`src/rtl/core/typed_snapshot_diff_filter_macros.svh`:
```
// ----------------------------------------------------------------------------
// Typed snapshot diff filter: assertion macros
// Clocked assertion helpers shared by the RTL. They expand to nothing when
// SYNTHESIS is defined.
// ----------------------------------------------------------------------------
`ifndef TYPED_SNAPSHOT_DIFF_FILTER_MACROS_SVH
`define TYPED_SNAPSHOT_DIFF_FILTER_MACROS_SVH

`ifndef SYNTHESIS

// Plain property sampled on clk, disabled during reset.
`define TSDF_ASSERT(lbl, prop, msg) \
	lbl: assert property (@(posedge clk) disable iff (!arst_n) (prop)) \
		else $error(msg);

// Same-cycle implication sampled on clk, disabled during reset.
`define TSDF_ASSERT_IMP(lbl, ante, cons, msg) \
	lbl: assert property (@(posedge clk) disable iff (!arst_n) (ante) |-> (cons)) \
		else $error(msg);

// Next-cycle implication sampled on clk, disabled during reset.
`define TSDF_ASSERT_NEXT(lbl, ante, cons, msg) \
	lbl: assert property (@(posedge clk) disable iff (!arst_n) (ante) |=> (cons)) \
		else $error(msg);

`else

`define TSDF_ASSERT(lbl, prop, msg)
`define TSDF_ASSERT_IMP(lbl, ante, cons, msg)
`define TSDF_ASSERT_NEXT(lbl, ante, cons, msg)

`endif

`endif

```
`src/rtl/core/tsdf_pkg.sv`:
```
// ----------------------------------------------------------------------------
// Typed snapshot diff filter package
// Types, codes and constants shared by the filter's modules.
// ----------------------------------------------------------------------------
package tsdf_pkg;

	// Size of the scanned region in bytes; an element must end inside it.
	localparam logic [32:0] REGION_BYTES = 33'd16777216;

	// Width of the configuration register index.
	localparam int CFG_INDEX_W = 3;

	// Scan modes. Codes above the stabilized mode never match.
	typedef enum logic [3:0] {
		MODE_CHANGED    = 4'd0,
		MODE_UNCHANGED  = 4'd1,
		MODE_INCREASED  = 4'd2,
		MODE_DECREASED  = 4'd3,
		MODE_INC_BY     = 4'd4,
		MODE_DEC_BY     = 4'd5,
		MODE_EXACT      = 4'd6,
		MODE_RANGE      = 4'd7,
		MODE_MASK       = 4'd8,
		MODE_STABILIZED = 4'd9
	} scan_mode_t;

	// Element data types. The unused code behaves as an unsigned byte.
	typedef enum logic [2:0] {
		DT_S8  = 3'd0,
		DT_U8  = 3'd1,
		DT_S16 = 3'd2,
		DT_U16 = 3'd3,
		DT_S32 = 3'd4,
		DT_U32 = 3'd5,
		DT_F32 = 3'd6
	} data_type_t;

	// Configuration register indexes.
	typedef enum logic [CFG_INDEX_W-1:0] {
		REG_SCAN_MODE    = 3'd0,
		REG_DATA_TYPE    = 3'd1,
		REG_VALUE_A      = 3'd2,
		REG_VALUE_B      = 3'd3,
		REG_MASK_BITS    = 3'd4,
		REG_PATTERN_BITS = 3'd5
	} cfg_index_t;

	// Current configuration as seen by the pipeline.
	typedef struct packed {
		scan_mode_t  scan_mode;
		data_type_t  data_type;
		logic [63:0] value_a;
		logic [63:0] value_b;
		logic [31:0] mask_bits;
		logic [31:0] pattern_bits;
	} cfg_t;

	// Compare results handed from the compare stage to the select stage.
	typedef struct packed {
		logic ne;
		logic gt;
		logic lt;
		logic eq_a;
		logic ge_a;
		logic le_b;
		logic mask_ok;
	} cmp_flags_t;

endpackage

```
`src/rtl/core/tsdf_cfg_regs.sv`:
```
// ----------------------------------------------------------------------------
// Typed snapshot diff filter: configuration registers
// Holds the scan mode, data type and compare operands written over the
// configuration channel.
// ----------------------------------------------------------------------------
module tsdf_cfg_regs (
	input  logic                            clk,
	input  logic                            arst_n,
	input  logic                            cfg_valid,
	output logic                            cfg_ready,
	input  logic [tsdf_pkg::CFG_INDEX_W-1:0] cfg_index,
	input  logic [63:0]                     cfg_data,
	output tsdf_pkg::cfg_t                  cfg
);

	tsdf_pkg::cfg_t cfg_q;

	// Writes are always taken.
	assign cfg_ready = 1'b1;
	assign cfg      = cfg_q;

	// Register file; writes to unknown indexes are dropped.
	always_ff @(posedge clk or negedge arst_n) begin
		if (!arst_n) begin
			cfg_q.scan_mode    <= tsdf_pkg::MODE_CHANGED;
			cfg_q.data_type    <= tsdf_pkg::DT_F32;
			cfg_q.value_a      <= '0;
			cfg_q.value_b      <= '0;
			cfg_q.mask_bits    <= '0;
			cfg_q.pattern_bits <= '0;
		end else if (cfg_valid) begin
			case (tsdf_pkg::cfg_index_t'(cfg_index))
				tsdf_pkg::REG_SCAN_MODE: begin
					cfg_q.scan_mode <= tsdf_pkg::scan_mode_t'(cfg_data[3:0]);
				end
				tsdf_pkg::REG_DATA_TYPE: begin
					cfg_q.data_type <= tsdf_pkg::data_type_t'(cfg_data[2:0]);
				end
				tsdf_pkg::REG_VALUE_A: begin
					cfg_q.value_a <= cfg_data;
				end
				tsdf_pkg::REG_VALUE_B: begin
					cfg_q.value_b <= cfg_data;
				end
				tsdf_pkg::REG_MASK_BITS: begin
					cfg_q.mask_bits <= cfg_data[31:0];
				end
				tsdf_pkg::REG_PATTERN_BITS: begin
					cfg_q.pattern_bits <= cfg_data[31:0];
				end
				default: begin
				end
			endcase
		end
	end

endmodule

```
`src/rtl/core/tsdf_widen_stage.sv`:
```
// ----------------------------------------------------------------------------
// Typed snapshot diff filter: widen stage
// First pipeline stage. Extends both raw words to 64 bits by data type and
// drops elements that run past the end of the region.
// ----------------------------------------------------------------------------
`include "typed_snapshot_diff_filter_macros.svh"

module tsdf_widen_stage (
	input  logic                 clk,
	input  logic                 arst_n,
	input  logic                 in_valid,
	output logic                 in_ready,
	input  logic [31:0]          before_word,
	input  logic [31:0]          after_word,
	input  logic [23:0]          element_offset,
	input  tsdf_pkg::cfg_t       cfg,
	input  logic                 next_ready,
	output logic                 valid_s1,
	output logic [23:0]          offset_s1,
	output logic [63:0]          before_s1,
	output logic [63:0]          after_s1,
	output tsdf_pkg::scan_mode_t mode_s1
);

	// Extends a raw little-endian word by data type.
	function automatic logic [63:0] widen(input logic [31:0] raw,
			input tsdf_pkg::data_type_t t);
		logic [63:0] v;
		case (t)
			tsdf_pkg::DT_S8:  v = {{56{raw[7]}}, raw[7:0]};
			tsdf_pkg::DT_S16: v = {{48{raw[15]}}, raw[15:0]};
			tsdf_pkg::DT_U16: v = {48'b0, raw[15:0]};
			tsdf_pkg::DT_S32: v = {{32{raw[31]}}, raw};
			tsdf_pkg::DT_U32: v = {32'b0, raw};
			tsdf_pkg::DT_F32: v = {32'b0, raw};
			default:          v = {56'b0, raw[7:0]};
		endcase
		return v;
	endfunction

	// Element size in bytes by data type.
	function automatic logic [2:0] elem_bytes(input tsdf_pkg::data_type_t t);
		logic [2:0] n;
		case (t)
			tsdf_pkg::DT_S16, tsdf_pkg::DT_U16: n = 3'd2;
			tsdf_pkg::DT_S32, tsdf_pkg::DT_U32, tsdf_pkg::DT_F32: n = 3'd4;
			default: n = 3'd1;
		endcase
		return n;
	endfunction

	logic        ready_s1;
	logic        in_region;
	logic [32:0] end_byte;

	// The stage takes a beat when it is empty or its content moves on.
	assign ready_s1 = !valid_s1 || next_ready;
	assign in_ready = ready_s1;

	// Element end must not pass the region end.
	assign end_byte  = {9'b0, element_offset} + {30'b0, elem_bytes(cfg.data_type)};
	assign in_region = (end_byte <= tsdf_pkg::REGION_BYTES);

	// Valid bit; out-of-region elements leave a bubble.
	always_ff @(posedge clk or negedge arst_n) begin
		if (!arst_n) begin
			valid_s1 <= 1'b0;
		end else if (ready_s1) begin
			valid_s1 <= in_valid && in_region;
		end
	end

	// Payload of the stage.
	always_ff @(posedge clk) begin
		if (ready_s1 && in_valid) begin
			offset_s1 <= element_offset;
			before_s1 <= widen(before_word, cfg.data_type);
			after_s1  <= widen(after_word, cfg.data_type);
			mode_s1   <= cfg.scan_mode;
		end
	end

	// A widened value always has an upper half of all zeros or all ones.
	`TSDF_ASSERT_IMP(a_widen_upper, valid_s1,
		(after_s1[63:32] == '0) || (after_s1[63:32] == '1),
		"widened value has a mixed upper half")

	// A held beat keeps its data while the next stage is full.
	`TSDF_ASSERT_NEXT(a_widen_hold, valid_s1 && !next_ready,
		valid_s1 && $stable(after_s1) && $stable(offset_s1),
		"widen stage lost or changed a stalled beat")

endmodule

```
`src/rtl/core/tsdf_compare_stage.sv`:
```
// ----------------------------------------------------------------------------
// Typed snapshot diff filter: compare stage
// Second pipeline stage. Forms both wrapped differences and the relational
// and operand compares needed by every scan mode.
// ----------------------------------------------------------------------------
`include "typed_snapshot_diff_filter_macros.svh"

module tsdf_compare_stage (
	input  logic                 clk,
	input  logic                 arst_n,
	input  logic                 valid_s1,
	output logic                 ready_s1,
	input  logic [23:0]          offset_s1,
	input  logic [63:0]          before_s1,
	input  logic [63:0]          after_s1,
	input  tsdf_pkg::scan_mode_t mode_s1,
	input  tsdf_pkg::cfg_t       cfg,
	input  logic                 next_ready,
	output logic                 valid_s2,
	output logic [23:0]          offset_s2,
	output logic [63:0]          before_s2,
	output logic [63:0]          after_s2,
	output tsdf_pkg::scan_mode_t mode_s2,
	output logic [63:0]          diff_ab_s2,
	output logic [63:0]          diff_ba_s2,
	output tsdf_pkg::cmp_flags_t flags_s2
);

	logic                 ready_s2;
	tsdf_pkg::cmp_flags_t flags;

	assign ready_s2 = !valid_s2 || next_ready;
	assign ready_s1 = ready_s2;

	// Unsigned 64-bit compares on the widened values; the mask test uses the low 32 bits.
	always_comb begin
		flags.ne      = (before_s1 != after_s1);
		flags.gt      = (after_s1 > before_s1);
		flags.lt      = (after_s1 < before_s1);
		flags.eq_a    = (after_s1 == cfg.value_a);
		flags.ge_a    = (after_s1 >= cfg.value_a);
		flags.le_b    = (after_s1 <= cfg.value_b);
		flags.mask_ok = ((after_s1[31:0] & cfg.mask_bits) == cfg.pattern_bits);
	end

	// Valid bit.
	always_ff @(posedge clk or negedge arst_n) begin
		if (!arst_n) begin
			valid_s2 <= 1'b0;
		end else if (ready_s2) begin
			valid_s2 <= valid_s1;
		end
	end

	// Payload and compare results.
	always_ff @(posedge clk) begin
		if (ready_s2 && valid_s1) begin
			offset_s2  <= offset_s1;
			before_s2  <= before_s1;
			after_s2   <= after_s1;
			mode_s2    <= mode_s1;
			diff_ab_s2 <= after_s1 - before_s1;
			diff_ba_s2 <= before_s1 - after_s1;
			flags_s2   <= flags;
		end
	end

	// Greater and less never hold together, and both imply a change.
	`TSDF_ASSERT_IMP(a_cmp_order, valid_s2,
		!(flags_s2.gt && flags_s2.lt) && ((flags_s2.gt || flags_s2.lt) == flags_s2.ne),
		"inconsistent ordering flags")

	// The two differences are negatives of each other.
	`TSDF_ASSERT_IMP(a_cmp_diff, valid_s2,
		(diff_ab_s2 + diff_ba_s2) == 64'd0,
		"wrapped differences disagree")

endmodule

```
`src/rtl/core/typed_snapshot_diff_filter.sv`:
```
// ----------------------------------------------------------------------------
// Typed snapshot diff filter
// Widens a before/after element pair by data type, tests it in the chosen
// scan mode and passes on the offset and both values of each match.
// ----------------------------------------------------------------------------
// The filter takes one element beat per clock and has three register stages:
// widen and region check, compare, then mode select into the output register.
// A matching element passes the widen, compare and output registers in turn
// before it reaches the output. Elements that do not match, or that run past
// the region end, leave no beat.
// Throughput is one element per cycle as long as the output side keeps up;
// a stalled output fills the three stages before in_ready drops. Configuration
// writes are taken at once and should be done only while the pipeline is empty.
// ----------------------------------------------------------------------------
module typed_snapshot_diff_filter (
	input  logic                             clk,
	input  logic                             arst_n,
	input  logic                             cfg_valid,
	output logic                             cfg_ready,
	input  logic [tsdf_pkg::CFG_INDEX_W-1:0] cfg_index,
	input  logic [63:0]                      cfg_data,
	input  logic                             in_valid,
	output logic                             in_ready,
	input  logic [31:0]                      before_word,
	input  logic [31:0]                      after_word,
	input  logic [23:0]                      element_offset,
	output logic                             out_valid,
	input  logic                             out_ready,
	output logic [23:0]                      match_offset,
	output logic [63:0]                      widened_before,
	output logic [63:0]                      widened_after
);

	tsdf_pkg::cfg_t       cfg;
	logic                 valid_s1;
	logic                 ready_s1;
	logic [23:0]          offset_s1;
	logic [63:0]          before_s1;
	logic [63:0]          after_s1;
	tsdf_pkg::scan_mode_t mode_s1;
	logic                 valid_s2;
	logic                 ready_s2;
	logic [23:0]          offset_s2;
	logic [63:0]          before_s2;
	logic [63:0]          after_s2;
	tsdf_pkg::scan_mode_t mode_s2;
	logic [63:0]          diff_ab_s2;
	logic [63:0]          diff_ba_s2;
	tsdf_pkg::cmp_flags_t flags_s2;
	logic                 match;
	logic                 valid_s3;
	logic [23:0]          offset_s3;
	logic [63:0]          before_s3;
	logic [63:0]          after_s3;

	tsdf_cfg_regs u_cfg (
		.clk       (clk),
		.arst_n    (arst_n),
		.cfg_valid (cfg_valid),
		.cfg_ready (cfg_ready),
		.cfg_index (cfg_index),
		.cfg_data  (cfg_data),
		.cfg       (cfg)
	);

	tsdf_widen_stage u_widen (
		.clk            (clk),
		.arst_n         (arst_n),
		.in_valid       (in_valid),
		.in_ready       (in_ready),
		.before_word    (before_word),
		.after_word     (after_word),
		.element_offset (element_offset),
		.cfg            (cfg),
		.next_ready     (ready_s1),
		.valid_s1       (valid_s1),
		.offset_s1      (offset_s1),
		.before_s1      (before_s1),
		.after_s1       (after_s1),
		.mode_s1        (mode_s1)
	);

	tsdf_compare_stage u_compare (
		.clk        (clk),
		.arst_n     (arst_n),
		.valid_s1   (valid_s1),
		.ready_s1   (ready_s1),
		.offset_s1  (offset_s1),
		.before_s1  (before_s1),
		.after_s1   (after_s1),
		.mode_s1    (mode_s1),
		.cfg        (cfg),
		.next_ready (ready_s2),
		.valid_s2   (valid_s2),
		.offset_s2  (offset_s2),
		.before_s2  (before_s2),
		.after_s2   (after_s2),
		.mode_s2    (mode_s2),
		.diff_ab_s2 (diff_ab_s2),
		.diff_ba_s2 (diff_ba_s2),
		.flags_s2   (flags_s2)
	);

	// The output register takes a beat when empty or being drained.
	assign ready_s2 = !valid_s3 || out_ready;

	// Pick the match condition of the item's scan mode.
	always_comb begin
		case (mode_s2)
			tsdf_pkg::MODE_CHANGED:    match = flags_s2.ne;
			tsdf_pkg::MODE_UNCHANGED:  match = !flags_s2.ne;
			tsdf_pkg::MODE_INCREASED:  match = flags_s2.gt;
			tsdf_pkg::MODE_DECREASED:  match = flags_s2.lt;
			tsdf_pkg::MODE_INC_BY:     match = (diff_ab_s2 == cfg.value_a);
			tsdf_pkg::MODE_DEC_BY:     match = (diff_ba_s2 == cfg.value_a);
			tsdf_pkg::MODE_EXACT:      match = flags_s2.eq_a;
			tsdf_pkg::MODE_RANGE:      match = flags_s2.ge_a && flags_s2.le_b;
			tsdf_pkg::MODE_MASK:       match = flags_s2.mask_ok;
			tsdf_pkg::MODE_STABILIZED: match = !flags_s2.ne;
			default:                   match = 1'b0;
		endcase
	end

	// Output valid; non-matching items become bubbles here.
	always_ff @(posedge clk or negedge arst_n) begin
		if (!arst_n) begin
			valid_s3 <= 1'b0;
		end else if (ready_s2) begin
			valid_s3 <= valid_s2 && match;
		end
	end

	// Output payload.
	always_ff @(posedge clk) begin
		if (ready_s2 && valid_s2) begin
			offset_s3 <= offset_s2;
			before_s3 <= before_s2;
			after_s3  <= after_s2;
		end
	end

	assign out_valid      = valid_s3;
	assign match_offset   = offset_s3;
	assign widened_before = before_s3;
	assign widened_after  = after_s3;

endmodule

```
`config.mk`:
```
export PLATFORM = sky130hd
export DESIGN_NAME = typed_snapshot_diff_filter
export DESIGN_NICKNAME = d
export VERILOG_FILES = /design/src/rtl/core/tsdf_pkg.sv /design/src/rtl/core/tsdf_cfg_regs.sv /design/src/rtl/core/tsdf_widen_stage.sv /design/src/rtl/core/tsdf_compare_stage.sv /design/src/rtl/core/typed_snapshot_diff_filter.sv
export VERILOG_INCLUDE_DIRS = /design/src /design/src/rtl/core
export SDC_FILE = /design/constraint.sdc
export NUM_CORES = 1
export LEC_CHECK = 0
export BUFFER_PORTS_ARGS = -buffer_cell sky130_fd_sc_hd__buf_2
export CELL_PAD_IN_SITES_DETAIL_PLACEMENT = 0
export CELL_PAD_IN_SITES_GLOBAL_PLACEMENT = 1
export CORE_ASPECT_RATIO = 1.1
export CORE_MARGIN = 2
export CORE_UTILIZATION = 49
export DETAILED_ROUTE_END_ITERATION = 7
export GPL_ROUTABILITY_DRIVEN = 1
export PLACE_DENSITY = 0.8
export SLEW_MARGIN = 10
export SYNTH_ARGS = -nofsm -noshare
export SYNTH_HDL_FRONTEND = slang
export SYNTH_SLANG_ARGS = --single-unit
```
`constraint.sdc`:
```
create_clock -name clk -period 7.3 [get_ports clk]
set_input_delay 0.73 -clock clk [delete_from_list [all_inputs] [get_ports clk]]
set_output_delay 0.73 -clock clk [all_outputs]
set_load 0.005 [all_outputs]
```
==> reports/metrics.yaml <==
dieWidth_um: 244
powerDensity_nw_per_um2: 331
cts_tree: "done"
ff2ff_path_depth: 13
drive_above_1_share_pct: 21.7
fin_crit_ps: 4130
rsz0062_at_grt: "false"
p_total_mw: 11.6
cts_buffers: 67
ant_nets: 0
syn_area_per_cell_um2: 12.2
routed_via_density: 5.62
cts_hold_buf: 0
reg2reg_slack_ps: 3170
p_sw_mw: 3.74
syn-num-nets: 2899
synthCells: 2538
cts_root_buffer: "clkbuf_16"
gr-usage-all-layers_pct: 25.9
p_int_mw: 7.86
finalSetupViolations: 0
critPathKind: "flop to flop"
first_iter_violations: 1573
grt_max_degree: 197
hold_slack_ps: 181
wl_um: 84000
hold_class: "input pin to asynchronous set/reset pin"
netlist_area_um2: 30900
power_frac_clock_pct: 30.2
dieArea_um2: 65200
gp_congestion: 0.899
cts_resized: 0
cts_buffer_depth: 3
fin_crit_sh_pct: 56.6
switching_share_pct: 32.3
grt_pass1_vias: 20800
nets: 3148
hpwlAfterDp_um: 61900
cts-htree-levels: 3
coreArea_um2: 62500
clock_sinks: 614
drv_slew: 0
comb_power_share_pct: 26.5
synth_async_sr_flop_share_pct: 32.9
p_leak_nw: 15.0
timing.rr.end: "u_widen.valid_s1"
outcome: "finished, final reports clean"
hold_viol_final: 0
synth_edf_count: 412
yosysTopAreaCell: "edfxtp_1"
fmax_mhz: 242
initial_core_util_pct: 49.5
arrival_ps: 4680
fin_worst_skew_ps: 22.4
tightest_slew_ps: 1230
synth_top_area_share_pct: 40.0
p_seq_share_pct: 43.4
first_pass_iters: 5
synth_ff_type: "edfxtp_1"
cts_setup_buffers: 0
yosys_warnings: 0
antenna_found_initial: 5
rows: 96
drc_errors: 0
critical_path_required_ps: 7850
io_pins: 315
port_buffers: 313
die_y_um: 268
yosysMostFrequentCell: "edfxtp_1"
cap_violations: 0
setup_tns_ps: 0
crit_end: "u_widen.valid_s1"
startpoint_type: "flop"
yosys-top-cells-count: "edfxtp_1, nand2_1, inv_1, dfrtp_1, ha_1"
grt_pass1_wl_um: 127000
vias: 20700
wire_per_inst_um: 22.8
cp_max_fo: 34
grt_overflow_total: 0
dp.cells: 3551
cp-end-kind: "flop"
ys_seq_elements: 614
slew-limit-headroom_pct: 17.3
yosys-top-cells-area: "edfxtp_1, dfrtp_1, ha_1"
ir_worst_vdd_mv: 0.180
finalNonFillerCells: 3676
syn2layout_area_growth_pct: 13.3
crit_start: "u_cfg.cfg[194]"
path_clk_slew_ps: 60
yosysSeqAreaShare_pct: 56.3
insertion_delay_ps: 640
timing.rr.start: "u_cfg.cfg[194]"
synth_cell_type_count: 94
[worst max-delay path, stage by stage, from the launching register on]
cell and delay (ps):
dfstp_2 570, a21boi_2 150, buf_4 340, nand2b_1 580, inv_1 100, ha_1 230, fa_1 380, and2_1 180
o21ai_0 390, a21oi_1 120, nor4_1 240, nand4_1 120, or4_1 460, o21ai_0 170
[cell usage in the layout, fill, tap and decap left out, drive strengths merged, types with 33 or more instances in the layout]
| master | n |
|---|---|
| mux2i | 41 |
| nor3 | 33 |
| a21o | 92 |
| nand4 | 40 |
| ha | 197 |
| nand2 | 241 |
| mux2 | 137 |
| nand3 | 34 |
| edfxtp | 412 |
| buf | 332 |
| o21ai | 136 |
| dfrtp | 200 |
| nor2 | 55 |
| a21oi | 106 |
| clkbuf | 85 |
| xnor2 | 102 |
| inv | 229 |
[state kept, by name (all words and copies together), names as in the netlist]
register,cells
u_cfg.cfg,199
u_compare.diff_ba_s2,64
u_compare.diff_ab_s2,63
u_compare.after_s2,33
u_compare.before_s2,33
u_widen.after_s1,33
u_widen.before_s1,33
widened_after,33
widened_before,33
match_offset,24
u_compare.offset_s2,24
u_widen.offset_s1,24
u_compare.flags_s2,7
u_compare.mode_s2,4
u_widen.mode_s1,4
out_valid,1
u_compare.valid_s2,1
u_widen.valid_s1,1
[routing by layer]
layer  share of wire [%]  wire length (um)  GRT usage, %
met1                  43             35800          33.7
met2                  50             42000          44.8
met3                 4.9              4150          3.70
met4                 2.4              2050          7.93
met5               0.033                28             0
[power by group through the flow]
stage               clock (mW)  combinational, mW  sequential, mW
detailed placement           0               3.05            5.09
global placement             0               2.98            5.07
finish                    3.50               3.07            5.03
floorplan                    0               2.18            4.95
CTS                       3.56               3.08            5.03
global route              3.70               3.39            5.10
[metrics by stage]
step / worst slack (ps) / area, um2 / util (%)
2_1_floorplan: 651 / 30900 / -
3_3_place_gp: 3130 / 32800 / 52.4
3_5_place_dp: 3150 / 32800 / 52.4
4_1_cts: 3120 / 35000 / 56.1
5_1_grt: 2740 / 35000 / 56.1
6_report: 3170 / 35000 / 56.1
[cell type report]
class | count | area (um2)
Multi-Input combinational cell | 1548 | 11700
Timing Repair Buffer | 333 | 1740
Clock buffer | 84 | 1760
Inverter | 223 | 837
Clock inverter | 40 | 523
Tap cell | 833 | 1040
Antenna cell | 1 | 2.50
Fill cell | 5257 | 27400
Sequential cell | 614 | 17400
[cell families after synthesis]
family	share of synthesized area [%]
adder cells (fa/ha/maj)	8.23
other	0.0121
XOR/XNOR	3.76
multiplexers	6.39
buffers and inverters	5.93
AND/OR/NAND/NOR	8.20
AO/OA/AOI/OAI	11.1
flip-flops	56.3
[how the worst min path moves through the flow]
stage	slack (ps)	to
final	180	u_cfg.cfg[128]
after global routing	250	u_cfg.cfg[128]
after CTS	210	u_cfg.cfg[128]
after detailed placement	400	match_offset[10]
after global placement	400	u_compare.offset_s2[10]
after floorplan	400	match_offset[0]
No activity file was read; power rests on OpenSTA's default activity.
